<file path="config.mk">
export PLATFORM = sky130hd
export DESIGN_NAME = lru_block_buffer_manager_unit
export DESIGN_NICKNAME = d
export VERILOG_FILES = /design/src/hdl/lbbm_pkg.sv /design/src/hdl/lbbm_ctrl.sv /design/src/hdl/lbbm_dpath.sv /design/src/hdl/lru_block_buffer_manager_unit.sv
export SDC_FILE = /design/constraint.sdc
export NUM_CORES = 1
export LEC_CHECK = 0
export ABC_AREA = 1
export BUFFER_PORTS_ARGS = -buffer_cell sky130_fd_sc_hd__buf_2
export CORE_MARGIN = 8
export CORE_UTILIZATION = 45
export CTS_CLUSTER_DIAMETER = 30
export DETAILED_ROUTE_END_ITERATION = 6
export RECOVER_POWER = 100
export SLEW_MARGIN = 25
export SYNTH_ARGS = -nofsm -noshare
export SYNTH_HDL_FRONTEND = slang
export SYNTH_SLANG_ARGS = --single-unit
</file>
<file path="constraint.sdc">
create_clock -name clk -period 12 [get_ports clk]
set_input_delay 0 -clock clk [delete_from_list [all_inputs] [get_ports clk]]
set_output_delay 0 -clock clk [all_outputs]
set_load 0.02 [all_outputs]
</file>
<file path="src/hdl/lbbm_pkg.sv">
// Package for the LRU block buffer manager.
// Holds op and status codes, controller state type and control structs.
// Depends on nothing; used by every other file of the block.
package lbbm_pkg;

  localparam logic [1:0] OP_ALLOC  = 2'd0;
  localparam logic [1:0] OP_LOOKUP = 2'd1;
  localparam logic [1:0] OP_DIRTY  = 2'd2;

  localparam logic [1:0] STAT_OK   = 2'd0;
  localparam logic [1:0] STAT_OOB  = 2'd1;
  localparam logic [1:0] STAT_MISS = 2'd2;

  typedef enum logic [2:0] {
    S_IDLE,
    S_SETUP,
    S_SCAN,
    S_LAST,
    S_UPDATE
  } lbbm_state_t;

  typedef struct packed {
    logic latch;
    logic scan_init;
    logic scan_rd;
    logic update;
  } lbbm_cmd_t;

  typedef struct packed {
    logic oob;
    logic scan_last;
  } lbbm_stat_t;

endpackage

</file>
<file path="src/hdl/lbbm_ctrl.sv">
// Controller state machine of the LRU block buffer manager.
// Sequences setup, table scan and update; depends on lbbm_pkg.
module lbbm_ctrl (
  input  logic               clk,
  input  logic               rst_n,
  input  logic               start,
  input  lbbm_pkg::lbbm_stat_t stat,
  output lbbm_pkg::lbbm_cmd_t  cmd,
  output logic               busy
);

  lbbm_pkg::lbbm_state_t state_r, state_nxt;

  always_ff @(posedge clk) begin
    if (!rst_n) begin
      state_r <= lbbm_pkg::S_IDLE;
    end else begin
      state_r <= state_nxt;
    end
  end

  always_comb begin
    state_nxt = state_r;
    unique case (state_r)
      lbbm_pkg::S_IDLE: begin
        if (start) state_nxt = lbbm_pkg::S_SETUP;
      end
      lbbm_pkg::S_SETUP: begin
        state_nxt = stat.oob ? lbbm_pkg::S_UPDATE : lbbm_pkg::S_SCAN;
      end
      lbbm_pkg::S_SCAN: begin
        if (stat.scan_last) state_nxt = lbbm_pkg::S_LAST;
      end
      lbbm_pkg::S_LAST: begin
        state_nxt = lbbm_pkg::S_UPDATE;
      end
      lbbm_pkg::S_UPDATE: begin
        state_nxt = lbbm_pkg::S_IDLE;
      end
      default: begin
        state_nxt = lbbm_pkg::S_IDLE;
      end
    endcase
  end

  always_comb begin
    cmd  = '0;
    busy = 1'b1;
    unique case (state_r)
      lbbm_pkg::S_IDLE: begin
        busy      = 1'b0;
        cmd.latch = start;
      end
      lbbm_pkg::S_SETUP: begin
        cmd.scan_init = 1'b1;
      end
      lbbm_pkg::S_SCAN: begin
        cmd.scan_rd = 1'b1;
      end
      lbbm_pkg::S_LAST: begin
        cmd = '0;
      end
      lbbm_pkg::S_UPDATE: begin
        cmd.update = 1'b1;
      end
      default: begin
        busy = 1'b1;
      end
    endcase
  end

endmodule

</file>
<file path="src/hdl/lbbm_dpath.sv">
// Datapath of the LRU block buffer manager: flags, tag and age memories,
// scan trackers and the result register. Depends on lbbm_pkg.
module lbbm_dpath #(
  parameter int BUFFER_ENTRIES = 32,
  parameter int DISK_SIZE      = 8192,
  parameter int AGE_WIDTH      = 16
) (
  input  logic                 clk,
  input  logic                 rst_n,
  input  lbbm_pkg::lbbm_cmd_t  cmd,
  output lbbm_pkg::lbbm_stat_t stat,
  input  logic [1:0]           in_op,
  input  logic [15:0]          in_block_num,
  output logic                 out_valid,
  output logic [1:0]           out_status,
  output logic [4:0]           out_buffer_index,
  output logic                 out_write_back,
  output logic [15:0]          out_write_back_block
);

  localparam int IW = $clog2(BUFFER_ENTRIES);
  localparam logic [IW-1:0] LAST_IDX = IW'(BUFFER_ENTRIES - 1);
  localparam logic [16:0] DISK_LIMIT = 17'(DISK_SIZE);

  logic [1:0]  op_r;
  logic [15:0] blk_r;

  logic [BUFFER_ENTRIES-1:0] occ_r;
  logic [BUFFER_ENTRIES-1:0] dirty_r;

  logic [15:0]          tag_mem [BUFFER_ENTRIES];
  logic [AGE_WIDTH-1:0] age_mem [BUFFER_ENTRIES];
  logic [15:0]          tag_q_r;
  logic [AGE_WIDTH-1:0] age_q_r;

  logic [IW-1:0] cnt_r;
  logic [IW-1:0] proc_idx_r;
  logic          proc_vld_r;

  logic                 free_found_r;
  logic [IW-1:0]        free_idx_r;
  logic                 match_found_r;
  logic [IW-1:0]        match_idx_r;
  logic [IW-1:0]        old_idx_r;
  logic [AGE_WIDTH-1:0] old_age_r;
  logic [15:0]          old_tag_r;

  logic                 oob;
  logic                 is_alloc;
  logic                 occ_j;
  logic [AGE_WIDTH-1:0] aged;
  logic                 age_we;
  logic [IW-1:0]        age_waddr;
  logic [AGE_WIDTH-1:0] age_wdata;
  logic                 alloc_upd;
  logic [IW-1:0]        sel;
  logic                 victim_wb;
  logic [IW+4:0]        idx_ext;

  logic                 out_valid_r;
  logic [1:0]           out_status_r;
  logic [4:0]           out_idx_r;
  logic                 out_wb_r;
  logic [15:0]          out_wb_blk_r;

  assign oob            = ({1'b0, blk_r} >= DISK_LIMIT);
  assign is_alloc       = (op_r == lbbm_pkg::OP_ALLOC);
  assign stat.oob       = oob;
  assign stat.scan_last = (cnt_r == LAST_IDX);

  assign occ_j = occ_r[proc_idx_r];
  assign aged  = (occ_j && (age_q_r != '1)) ? age_q_r + 1'b1 : age_q_r;

  assign alloc_upd = cmd.update && is_alloc && !oob;
  assign sel       = free_found_r ? free_idx_r : old_idx_r;
  assign victim_wb = !free_found_r && dirty_r[old_idx_r];

  always_comb begin
    age_we    = 1'b0;
    age_waddr = proc_idx_r;
    age_wdata = aged;
    if (alloc_upd) begin
      age_we    = 1'b1;
      age_waddr = sel;
      age_wdata = '0;
    end else if (proc_vld_r && is_alloc && occ_j) begin
      age_we = 1'b1;
    end
  end

  always_ff @(posedge clk) begin
    if (cmd.latch) begin
      op_r  <= in_op;
      blk_r <= in_block_num;
    end
  end

  always_ff @(posedge clk) begin
    if (alloc_upd) begin
      tag_mem[sel] <= blk_r;
    end
    tag_q_r <= tag_mem[cnt_r];
  end

  always_ff @(posedge clk) begin
    if (age_we) begin
      age_mem[age_waddr] <= age_wdata;
    end
    age_q_r <= age_mem[cnt_r];
  end

  always_ff @(posedge clk) begin
    if (!rst_n) begin
      cnt_r      <= '0;
      proc_vld_r <= 1'b0;
    end else begin
      proc_vld_r <= cmd.scan_rd;
      if (cmd.scan_init) begin
        cnt_r <= '0;
      end else if (cmd.scan_rd) begin
        cnt_r <= cnt_r + 1'b1;
      end
    end
  end

  always_ff @(posedge clk) begin
    if (cmd.scan_rd) begin
      proc_idx_r <= cnt_r;
    end
  end

  always_ff @(posedge clk) begin
    if (cmd.scan_init) begin
      free_found_r  <= 1'b0;
      match_found_r <= 1'b0;
    end else if (proc_vld_r) begin
      if (!occ_j && !free_found_r) begin
        free_found_r <= 1'b1;
        free_idx_r   <= proc_idx_r;
      end
      if (occ_j && (tag_q_r == blk_r) && !match_found_r) begin
        match_found_r <= 1'b1;
        match_idx_r   <= proc_idx_r;
      end
      if ((proc_idx_r == '0) || (aged > old_age_r)) begin
        old_idx_r <= proc_idx_r;
        old_age_r <= aged;
        old_tag_r <= tag_q_r;
      end
    end
  end

  always_ff @(posedge clk) begin
    if (!rst_n) begin
      occ_r   <= '0;
      dirty_r <= '0;
    end else if (cmd.update && !oob) begin
      if (is_alloc) begin
        occ_r[sel]   <= 1'b1;
        dirty_r[sel] <= 1'b0;
      end else if ((op_r == lbbm_pkg::OP_DIRTY) && match_found_r) begin
        dirty_r[match_idx_r] <= 1'b1;
      end
    end
  end

  always_comb begin
    idx_ext = '0;
    if (!oob) begin
      if (is_alloc) begin
        idx_ext = (IW + 5)'(sel);
      end else if (match_found_r) begin
        idx_ext = (IW + 5)'(match_idx_r);
      end
    end
  end

  always_ff @(posedge clk) begin
    if (!rst_n) begin
      out_valid_r <= 1'b0;
    end else begin
      out_valid_r <= cmd.update;
    end
  end

  always_ff @(posedge clk) begin
    if (cmd.update) begin
      out_idx_r    <= idx_ext[4:0];
      out_wb_r     <= 1'b0;
      out_wb_blk_r <= '0;
      if (oob) begin
        out_status_r <= lbbm_pkg::STAT_OOB;
      end else if (is_alloc) begin
        out_status_r <= lbbm_pkg::STAT_OK;
        out_wb_r     <= victim_wb;
        out_wb_blk_r <= victim_wb ? old_tag_r : 16'd0;
      end else if (match_found_r) begin
        out_status_r <= lbbm_pkg::STAT_OK;
      end else begin
        out_status_r <= lbbm_pkg::STAT_MISS;
      end
    end
  end

  assign out_valid            = out_valid_r;
  assign out_status           = out_status_r;
  assign out_buffer_index     = out_idx_r;
  assign out_write_back       = out_wb_r;
  assign out_write_back_block = out_wb_blk_r;

endmodule

</file>
<file path="src/hdl/lru_block_buffer_manager_unit.sv">
// Top level of the LRU block buffer manager.
// Joins the controller lbbm_ctrl and the datapath lbbm_dpath; uses lbbm_pkg.
//
// Channel  Ports                                        Handshake
// input    in_op, in_block_num                          start && !busy
// result   out_status, out_buffer_index, out_write_back, out_valid, one cycle
//          out_write_back_block
//
// An item passes from acceptance through the setup, scan, last and update states to the registered
// result strobe; the scan reads one tag and age memory entry per cycle.
// An out-of-bound block number skips the scan and goes from setup straight to update.
// Reset is synchronous and clears all flags; tag and age memories need no clearing.
// The receiver cannot stall; a new item may be accepted in the cycle of the strobe.
module lru_block_buffer_manager_unit #(
  parameter int BUFFER_ENTRIES = 32,
  parameter int DISK_SIZE      = 8192,
  parameter int AGE_WIDTH      = 16
) (
  input  logic        clk,
  input  logic        rst_n,
  input  logic        start,
  output logic        busy,
  input  logic [1:0]  in_op,
  input  logic [15:0] in_block_num,
  output logic        out_valid,
  output logic [1:0]  out_status,
  output logic [4:0]  out_buffer_index,
  output logic        out_write_back,
  output logic [15:0] out_write_back_block
);

  lbbm_pkg::lbbm_cmd_t  cmd;
  lbbm_pkg::lbbm_stat_t stat;

  lbbm_ctrl u_ctrl (
    .clk   (clk),
    .rst_n (rst_n),
    .start (start),
    .stat  (stat),
    .cmd   (cmd),
    .busy  (busy)
  );

  lbbm_dpath #(
    .BUFFER_ENTRIES (BUFFER_ENTRIES),
    .DISK_SIZE      (DISK_SIZE),
    .AGE_WIDTH      (AGE_WIDTH)
  ) u_dpath (
    .clk                  (clk),
    .rst_n                (rst_n),
    .cmd                  (cmd),
    .stat                 (stat),
    .in_op                (in_op),
    .in_block_num         (in_block_num),
    .out_valid            (out_valid),
    .out_status           (out_status),
    .out_buffer_index     (out_buffer_index),
    .out_write_back       (out_write_back),
    .out_write_back_block (out_write_back_block)
  );

`ifndef SYNTHESIS
  a_strobe_idle: assert property (@(posedge clk) disable iff (!rst_n)
    out_valid |-> !busy)
    else $error("result strobe while busy");

  a_accept_busy: assert property (@(posedge clk) disable iff (!rst_n)
    (start && !busy) |=> busy)
    else $error("accepted item did not raise busy");

  a_fail_zero: assert property (@(posedge clk) disable iff (!rst_n)
    (out_valid && (out_status != lbbm_pkg::STAT_OK)) |->
      ((out_buffer_index == 5'd0) && !out_write_back))
    else $error("failed item carries index or write-back");

  a_wb_ok: assert property (@(posedge clk) disable iff (!rst_n)
    (out_valid && out_write_back) |-> (out_status == lbbm_pkg::STAT_OK))
    else $error("write-back without success");
`endif

endmodule

</file>
### Yosys cells after proc, flatten, opt, wreduce, memory -nomap -nowiden

Memory sizes are Yosys's and may differ from the RTL's. A register that Yosys moved wholly into a read port is not among the register bits.
Index checks and enable logic that the tools add are counted.

| word-level totals | value |
|---|---|
| memory bits (writable) | 1,024 |
| output and inout port bits | 26 |
| memories | 2 |
| register bits | 170 |
| input bits | 21 |
| ROM bits | 0 |
| latch bits | 0 |

| operators by class | value |
|---|---|
| multipliers | 0 |
| muxes and demuxes | 33 |
| reductions and logical operators | 34 |
| add/subtract/negate cells | 2 |
| shift operators | 0 |
| equality and inequality tests | 10 |
| bitwise logic cells | 8 |
| $lt $le $gt $ge | 8 |
| div/mod/pow operators | 0 |

Memories:

| memory | words | bits a word | read ports | clocked after memory_dff | wr ports | line | RTL |
|---|---|---|---|---|---|---|---|
| u_dpath.age_mem | 32 | 16 | 1 | 1 | 1 | lbbm_dpath.sv:32 | `logic [AGE_WIDTH-1:0] age_mem [BUFFER_ENTRIES];` |
| u_dpath.tag_mem | 32 | 16 | 1 | 1 | 1 | lbbm_dpath.sv:31 | `logic [15:0] tag_mem [BUFFER_ENTRIES];` |

Operators with widths:

| cell | count |
|---|---|
| 2-to-1 mux 32 bit | 2 |
| bitwise OR 32 bit | 2 |
| AND 32 bit | 1 |
| 2-to-1 mux 16 bit | 2 |
| NOT 32 bit | 1 |
| < comparator 5 x 6 -> 1 bit (second input constant) | 4 |
| 2-to-1 mux 5 bit | 4 |
| adder 16 x 1 -> 16 bit (second input constant) | 1 |
| == test 16 bit | 1 |
| >= comparator 16 x 14 -> 1 bit (second input constant) | 1 |
| > comparator 16 bit | 1 |
| 2-to-1 mux 1 bit | 16 |
| inequality test 16 bit (second input constant) | 1 |
| logical AND 1 bit | 13 |
| case mux 3 bit (4 select lines) | 1 |
| binary-select mux 1 bit (select 5 bit) | 2 |
| demux 1 bit (select 5 bit) | 2 |
| >= comparator 5 x 1 -> 1 bit (second input constant) | 2 |
| AND reduction 2 bit | 5 |
| 2-to-1 mux 3 bit | 3 |
| AND reduction 3 bit | 3 |
| == test 3 x 2 -> 1 bit (second input constant) | 2 |
| OR reduction 2 bit | 3 |
| adder 5 x 1 -> 5 bit (second input constant) | 1 |
| other kinds (14) | 21 |

### Longest topological paths before layout

Gate-level depths: netlist of the first run.

| logic depth | value |
|---|---|
| word-level depth | 8 |
| mapped depth | 23 |

### Cells and area by module

Synthesis of the first run repeated with hierarchy kept, for this count alone.

| second synthesis, totals | value |
|---|---|
| cells, all modules | 3,910 |
| area, all modules | 48,607.9 µm² |

Modules (own cells, without submodules):

| module | sequential area each (µm²) | area an instance (µm²) | cells each | times used |
|---|---|---|---|---|
| lbbm_dpath | 35,674.2 | 48,437.7 | 3,884 | 1 |
| lbbm_ctrl | 60.1 | 170.2 | 26 | 1 |

### Least setup slack after synthesis of the first run

Ideal clock, no wire load.

| timing | value |
|---|---|
| path type | reg-to-reg |
| start point | reg u_dpath.proc_idx_r[0] |
| end point | reg u_dpath.old_age_r[0] (enable) |
| data arrival time | 4.328 ns |
| cell stages (with the launch flop) | 20 |
| path slack | 7.228 ns |
| cells stage by stage | edfxtp_1 buf_2 buf_2 nand2_1 nand3_1 nand3_1 nand3_1 nand2_1 buf_2 buf_2 nand4_1 nand2_1 inv_1 ha_1 nand2_1 nor4_1 nand2_1 nand2_1 nand2_1 a21oi_1 |

| between the ends | value |
|---|---|
| cells in the longest elaborated chain, start to end | 7 |
| elaborated cells on any way between the ends | 8 |
| those cells by class | order compare (1); mux (3); reduce/logical (4) |

Ends and longest elaborated chain:

| item | line | RTL |
|---|---|---|
| start, declared | lbbm_dpath.sv:37 | `logic [IW-1:0] proc_idx_r;` |
| start signal, assigned | lbbm_dpath.sv:128 | `proc_idx_r <= cnt_r;` |
| binary-select mux 1 bit (select 5 bit) | lbbm_dpath.sv:71 | `assign occ_j = occ_r[proc_idx_r];` |
| 2-to-1 mux 1 bit (implied by the code) | lbbm_dpath.sv:71 |  |
| logical AND 1 bit | lbbm_dpath.sv:72 | `assign aged = (occ_j && (age_q_r != '1)) ? age_q_r + 1'b1 : age_q_r;` |
| 2-to-1 mux 16 bit | lbbm_dpath.sv:72 |  |
| net u_dpath.aged[15] | lbbm_dpath.sv:51 | `logic [AGE_WIDTH-1:0] aged;` |
| > comparator 16 bit | lbbm_dpath.sv:145 | `if ((proc_idx_r == '0) \|\| (aged > old_age_r)) begin` |
| logical OR 1 bit | lbbm_dpath.sv:145 |  |
| AND reduction 3 bit (no source line) | -- |  |
| end signal, assigned | lbbm_dpath.sv:147 | `old_age_r <= aged;` |
| end, declared | lbbm_dpath.sv:45 | `logic [AGE_WIDTH-1:0] old_age_r;` |

The timed path passes the listed nets, and every way through them passes these cells. The select of a mux whose other input is x is not followed.
A chain may end at the register's enable or synchronous reset.

==> impl_metrics.yaml, run 1 <==
global_routing:
  grt_max_degree: 204
  grt_pass1_wl_mm: 202
  grt_usage_pct: 21.9
  grt_pass1_vias: 32100
  grt_overflow: 0
  antenna_found_initial: 0
clocking:
  clk_pin_slew_worst_paths_ns: 0.05
  clkLatencyLatePin_ns: 0.81
  root_buffer: "clkbuf_16"
  ctsHoldBuffers: 39
  postCtsSetupBuffers: 0
  cts.sinks: 1226
  tritoncts: "yes"
  clockBufferDepth: 3
  cts_resized: 0
  numCtsBuffers: 226
  htree_levels: 4
floorplan:
  dieArea_sq_mm: 0.120
  pin_count: 47
  start_util_pct: 45.2
  core-area_sq_mm: 0.109
  die_y_um: 347
  fp-row-count: 121
  die_w_um: 347
timing:
  rsz0062_at_grt: "false"
  slew-limit-headroom_pct: -119
  finalSetupViolCount: 0
  hold_viol_final: 0
  tns_ns: 0
  finalCriticalPeriod_ns: 8.39
  whs_ns: 0.299
  period_share_pct: 70.0
  tightest_slew_ns: 3.29
  fmax_ghz: 0.119
  finalClockSkew_ns: 0.0310
  drv_slew: 1744
logic_synthesis:
  avgSynthCellArea_sq_um: 12.0
  synth_area_leaders: "edfxtp_1 68%, nand2_1 5.2%, dfxtp_1 4.4%"
  postSynthCellCount: 4106
  yosys_warnings: 0
  yosysSeqAreaShare_pct: 72.7
  synth_top_area_share_pct: 68.3
  synth_area_leader_cell: "edfxtp_1"
  ys_ff_latch: 1226
  synth-edff-count: 1118
  yosys_most_used_dff: "edfxtp_1"
  synth.distinct_cells: 42
  synthArstFlopShare_pct: 0
  synth_area_sq_mm: 0.0492
  syn_nets: 4146
worst_setup_path:
  r2r_start: "u_dpath.cnt_r[1]"
  arrival_ns: 9.13
  path_max_fanout: 51
  worstPathRequired_ns: 12.74
  path_class: "reg -> reg"
  regToRegSetupSlack_ns: 3.61
  r2r-end: "u_dpath.tag_q_r[8]"
  cp-end-kind: "flop"
  worstRegToRegCells: 9
  crit_start: "u_dpath.cnt_r[1]"
  start_kind: "flop"
power:
  switching_power_mw: 2.43
  combPwrFrac_pct: 2.2
  internal_power_mw: 9.05
  power_leakage_nw: 21.0
  p_sw_share_pct: 21.2
  clkPwrFrac_pct: 56.7
  p_per_area_mw_per_mm2: 194
  seqPwrFrac_pct: 41.1
  ir_drop_mv: 0.139
final_layout:
  nets: 4339
  layout_commonest_cell: "edfxtp_1"
  syn2layout_area_growth_pct: 20.2
  fin_cells: 5912
  layout_common_cells: "1118 x edfxtp_1, 689 x nand2_1, 517 x nor2_1, 355 x nand3_1, 311 x o21ai_0"
  num_antenna_cells: 0
  final_cell_area_sq_mm: 0.0591
  drive_gt1_share_pct: 10.4
place:
  place_hpwl_mm: 73.4
  place.gp.congestion: 0.864
  dp.cells: 5446
  postPlaceCellArea_sq_mm: 0.0513
  port_buffers: 46
detailed_routing:
  drt_wl_total_mm: 136
  viasPerCell: 5.55
  drt-initial-drc-count: 3084
  drc: 5
  first_pass_iters: 7
  wire_per_inst_um: 23.0
  ant_nets: 0
  num_vias: 32800
job:
  cap_violations: 62
hold_path:
  worstHoldStart: "start"
  hold_end: "u_dpath.blk_r[2]"
  hold_path.class: "in -> reg"
  min_path_cells: 4
outcome:
  violations: "design-rule violations, max-capacitance violations, max-slew violations"
  status: "finished, violations left"
worst max-delay path by stage:
| stage | cells past startpoint | slack (ns) | endpoint |
|---|---|---|---|
| after floorplan | 19 | 7.23 | u_dpath.old_age_r[0] |
| after global placement | 19 | 7.06 | u_dpath.old_tag_r[1] |
| after detailed placement | 19 | 6.88 | u_dpath.old_tag_r[10] |
| after CTS | 19 | 6.89 | u_dpath.old_age_r[12] |
| after global routing | 9 | 3.27 | u_dpath.tag_q_r[10] |
| final | 9 | 3.61 | u_dpath.tag_q_r[8] |
power groups by stage:
stage                     sequential [mW]  combinational [mW]  clock [mW]
after floorplan                      4.81               0.116           0
after global placement               4.79               0.249           0
after detailed placement             4.79               0.253           0
after CTS                            4.71               0.264        6.58
after global routing                 4.71               0.277        6.78
final                                4.71               0.255        6.51
layout make-up:
class	count	area (sq um)
Sequential cell	1226	35700
Inverter	240	916
Tap cell	1414	1770
Fill cell	9072	49600
Multi-Input combinational cell	2406	11600
Clock buffer	256	5840
Clock inverter	171	2130
Timing Repair Buffer	199	1130
critical path: stages, from the launching register on:
cell and delay [ns]:
dfxtp_1 0.61, clkbuf_1 2.37, clkbuf_1 2.20, clkbuf_1 1.84, o21ai_0 0.42, o221ai_1 0.34
nand3_1 0.16, nand4_1 0.11, nand2_1 0.10, inv_1 0.08
routing by layer:
| metal | GRT usage (%) | wire (um) | up-vias |
|---|---|---|---|
| met3 | 3.58 | 8330 | 244 |
| met2 | 36.6 | 66300 | 1168 |
| met4 | 9.68 | 5020 | 0 |
| li1 | - | - | 15100 |
| met5 | 0 | 0 | - |
| met1 | 28.2 | 56100 | 16300 |
synthesized netlist by cell type (55+ instances only):
cell      number
o21ai_0      310
nor2_1       543
o211ai_1     100
buf_2         57
clkbuf_1     157
nand2_1      686
edfxtp_1    1118
inv_1        228
nand4_1       55
nand3_1      353
dfxtp_1      108
a21oi_1      143
state kept, by name, summed over array words and instances, names as in the netlist, 32 cells and up:
register         count
u_dpath.age_mem    512
u_dpath.dirty_r     32
u_dpath.occ_r       32
u_dpath.tag_mem    512
stage by stage:
step | utilization (%) | total power, mW | worst slack [ns]
global route | 54.4 | 11.8 | 3.27
global placement | 47.2 | 5.04 | 7.06
finish | 54.4 | 11.5 | 3.61
floorplan | - | 4.93 | 7.23
detailed placement | 47.2 | 5.04 | 6.88
CTS | 54.9 | 11.6 | 6.89
logic make-up (layout without fill, tap and decap cells):
| kind of cell | Yosys count | count (layout) | synth area share (%) |
|---|---|---|---|
| AO/OA/AOI/OAI | 679 | 679 | 8.33 |
| XOR/XNOR | 17 | 17 | 0.303 |
| adder cells (fa/ha/maj) | 19 | 19 | 0.483 |
| buffers and inverters | 474 | 866 | 3.82 |
| flip-flops | 1226 | 1226 | 72.7 |
| AND/OR/NAND/NOR | 1691 | 1691 | 14.4 |
No activity file was read; power rests on OpenSTA's default activity.
==> run 2, diff against run 1 <==
==> constraint.sdc (replaced) <==
create_clock -name clk -period 7.74 [get_ports clk]
set_input_delay 0 -clock clk [delete_from_list [all_inputs] [get_ports clk]]
set_output_delay 0 -clock clk [all_outputs]
set_load 0.02 [all_outputs]
==> impl_metrics.yaml, run 2 (same netlist as run 1, synthesis figures left out) <==
outcome:
  status: "finished, violations left"
  violations: "max-capacitance violations, max-slew violations"
place:
  place.gp.congestion: 0.903
  port_buffers: 46
  place_hpwl_mm: 73.1
  dp.cells: 5447
timing:
  finalSetupViolCount: 0
  finalCriticalPeriod_ns: 6.10
  hold_viol_final: 0
  finalClockSkew_ns: 0.0309
  drv_slew: 1537
  tns_ns: 0
  period_share_pct: 78.9
  tightest_slew_ns: 2.87
  fmax_ghz: 0.164
  rsz0062_at_grt: "false"
  slew-limit-headroom_pct: -91.3
detailed_routing:
  drt-initial-drc-count: 3449
  drc: 0
  first_pass_iters: 6
  num_vias: 32600
  ant_nets: 0
  wire_per_inst_um: 22.7
  drt_wl_total_mm: 134
  viasPerCell: 5.52
worst_setup_path:
  slowest_delay_ns: 2.07
  path_class: "reg -> reg"
  r2r_start: "u_dpath.cnt_r[1]"
  regToRegSetupSlack_ns: 1.64
  worst-path-buf-inv: 4
  arrival_ns: 6.84
  cpMostUsedCell: "clkbuf_1"
  slowest_stage: "clkbuf_1"
  path_cells: "clkbuf_1 -> clkbuf_1 -> buf_4 -> o21ai_0 -> o221ai_1 -> nand3_1 -> nand4_1 -> nand2_1 -> inv_1"
  cp-end-kind: "flop"
  r2r-end: "u_dpath.tag_q_r[13]"
  cpLargestDelayFamily: "buffers and inverters"
  worstRegToRegCells: 9
  worstPathRequired_ns: 8.47
  start_kind: "flop"
  path_max_fanout: 55
floorplan:
  die_w_um: 347
  fp-row-count: 121
  start_util_pct: 45.2
  core-area_sq_mm: 0.109
  pin_count: 47
  die_y_um: 347
  dieArea_sq_mm: 0.120
clocking:
  htree_levels: 4
  numCtsBuffers: 220
  clk_pin_slew_worst_paths_ns: 0.05
  tritoncts: "yes"
  clkLatencyLatePin_ns: 0.80
  root_buffer: "clkbuf_16"
  cts.sinks: 1226
  clockBufferDepth: 3
  cts_resized: 0
power:
  power_leakage_nw: 20.8
  internal_power_mw: 13.7
  switching_power_mw: 3.63
  combPwrFrac_pct: 2.3
  clkPwrFrac_pct: 55.7
  p_sw_share_pct: 20.9
  ir_drop_mv: 0.315
  p_per_area_mw_per_mm2: 296
  seqPwrFrac_pct: 42.1
final_layout:
  drive_gt1_share_pct: 10.0
  nets: 4334
  post-route-util_pct: 54.1
  layout_common_cells: "1118 x edfxtp_1, 689 x nand2_1, 515 x nor2_1, 355 x nand3_1, 311 x o21ai_0"
  layout_commonest_cell: "edfxtp_1"
  fillers: 9168
  syn2layout_area_growth_pct: 19.5
  fin_cells: 5896
  num_antenna_cells: 0
  reg.largest.list: "u_dpath.age_mem (512), u_dpath.tag_mem (512)"
global_routing:
  grt_overflow: 0
  antenna_found_initial: 0
  grt_usage_pct: 21.7
  grt_pass1_vias: 31500
  grt_pass1_wl_mm: 200
  grt_max_degree: 197
job:
  cap_violations: 58
hold_path:
  min_path_cells: 4
  worstHoldStart: "start"
  hold_end: "u_dpath.blk_r[8]"
  hold_path.class: "in -> reg"
## run 2: worst min-delay path: cells and delay by family
kind | cells | cell delay [ns]
buffers and inverters | 3 | 0.73
AND/OR/NAND/NOR | 1 | 0.15
## run 2: power by group through the flow
stage               sequential [mW]  clock, mW  combinational, mW
global placement               7.42          0              0.388
detailed placement             7.42          0              0.392
floorplan                      7.46          0              0.179
global route                   7.30       10.1              0.429
finish                         7.31       9.67              0.395
CTS                            7.30       9.77              0.410
## run 2: through the flow
| step | cell area [sq um] | total power [mW] | worst slack, ns | hold WS, ns |
|---|---|---|---|---|
| finish | 58800 | 17.4 | 1.64 | 0.326 |
| global route | 58800 | 17.8 | 1.40 | 0.321 |
| CTS | 59300 | 17.5 | 2.76 | 0.210 |
| detailed placement | 51300 | 7.81 | 2.71 | 0.181 |
| global placement | 51300 | 7.81 | 2.85 | 0.181 |
| floorplan | 49200 | 7.64 | 2.97 | 0.0989 |
## run 2: layer usage
layer / up-vias / part of all wire (%) / track usage (%)
met4: 0 / 3.5 / 8.27
met2: 1242 / 49 / 36.4
met5: - / 0 / 0
met3: 261 / 6.5 / 3.53
met1: 15900 / 41 / 28.4
li1: 15100 / - / -
## run 2: area by class of cell
class	count	area (sq um)	share of cell area (%)
sequential	1226	35700	60.8
clock inverter	149	1710	2.91
clock buffer	261	5870	9.98
tap	1414	1770	3.01
timing repair buffer	200	1150	1.96
multi-input combinational	2406	11600	19.8
inverter	240	916	1.56
## run 2: how the worst max path moves through the flow
stage | slack [ns] | startpoint | cells past startpoint | to
after floorplan | 2.97 | u_dpath.proc_idx_r[0] | 19 | u_dpath.old_age_r[0]
after global placement | 2.85 | u_dpath.proc_idx_r[0] | 19 | u_dpath.old_tag_r[0]
after detailed placement | 2.71 | u_dpath.proc_idx_r[0] | 19 | u_dpath.old_tag_r[1]
after CTS | 2.76 | u_dpath.proc_idx_r[0] | 19 | u_dpath.old_tag_r[9]
after global routing | 1.40 | u_dpath.cnt_r[1] | 9 | u_dpath.tag_q_r[5]
final | 1.64 | u_dpath.cnt_r[1] | 9 | u_dpath.tag_q_r[13]
## run 2: timing repair
action	in CTS	in global routing
hold buffers	39	0
setup buffers	0	0
endpoints found under the hold margin	72	0
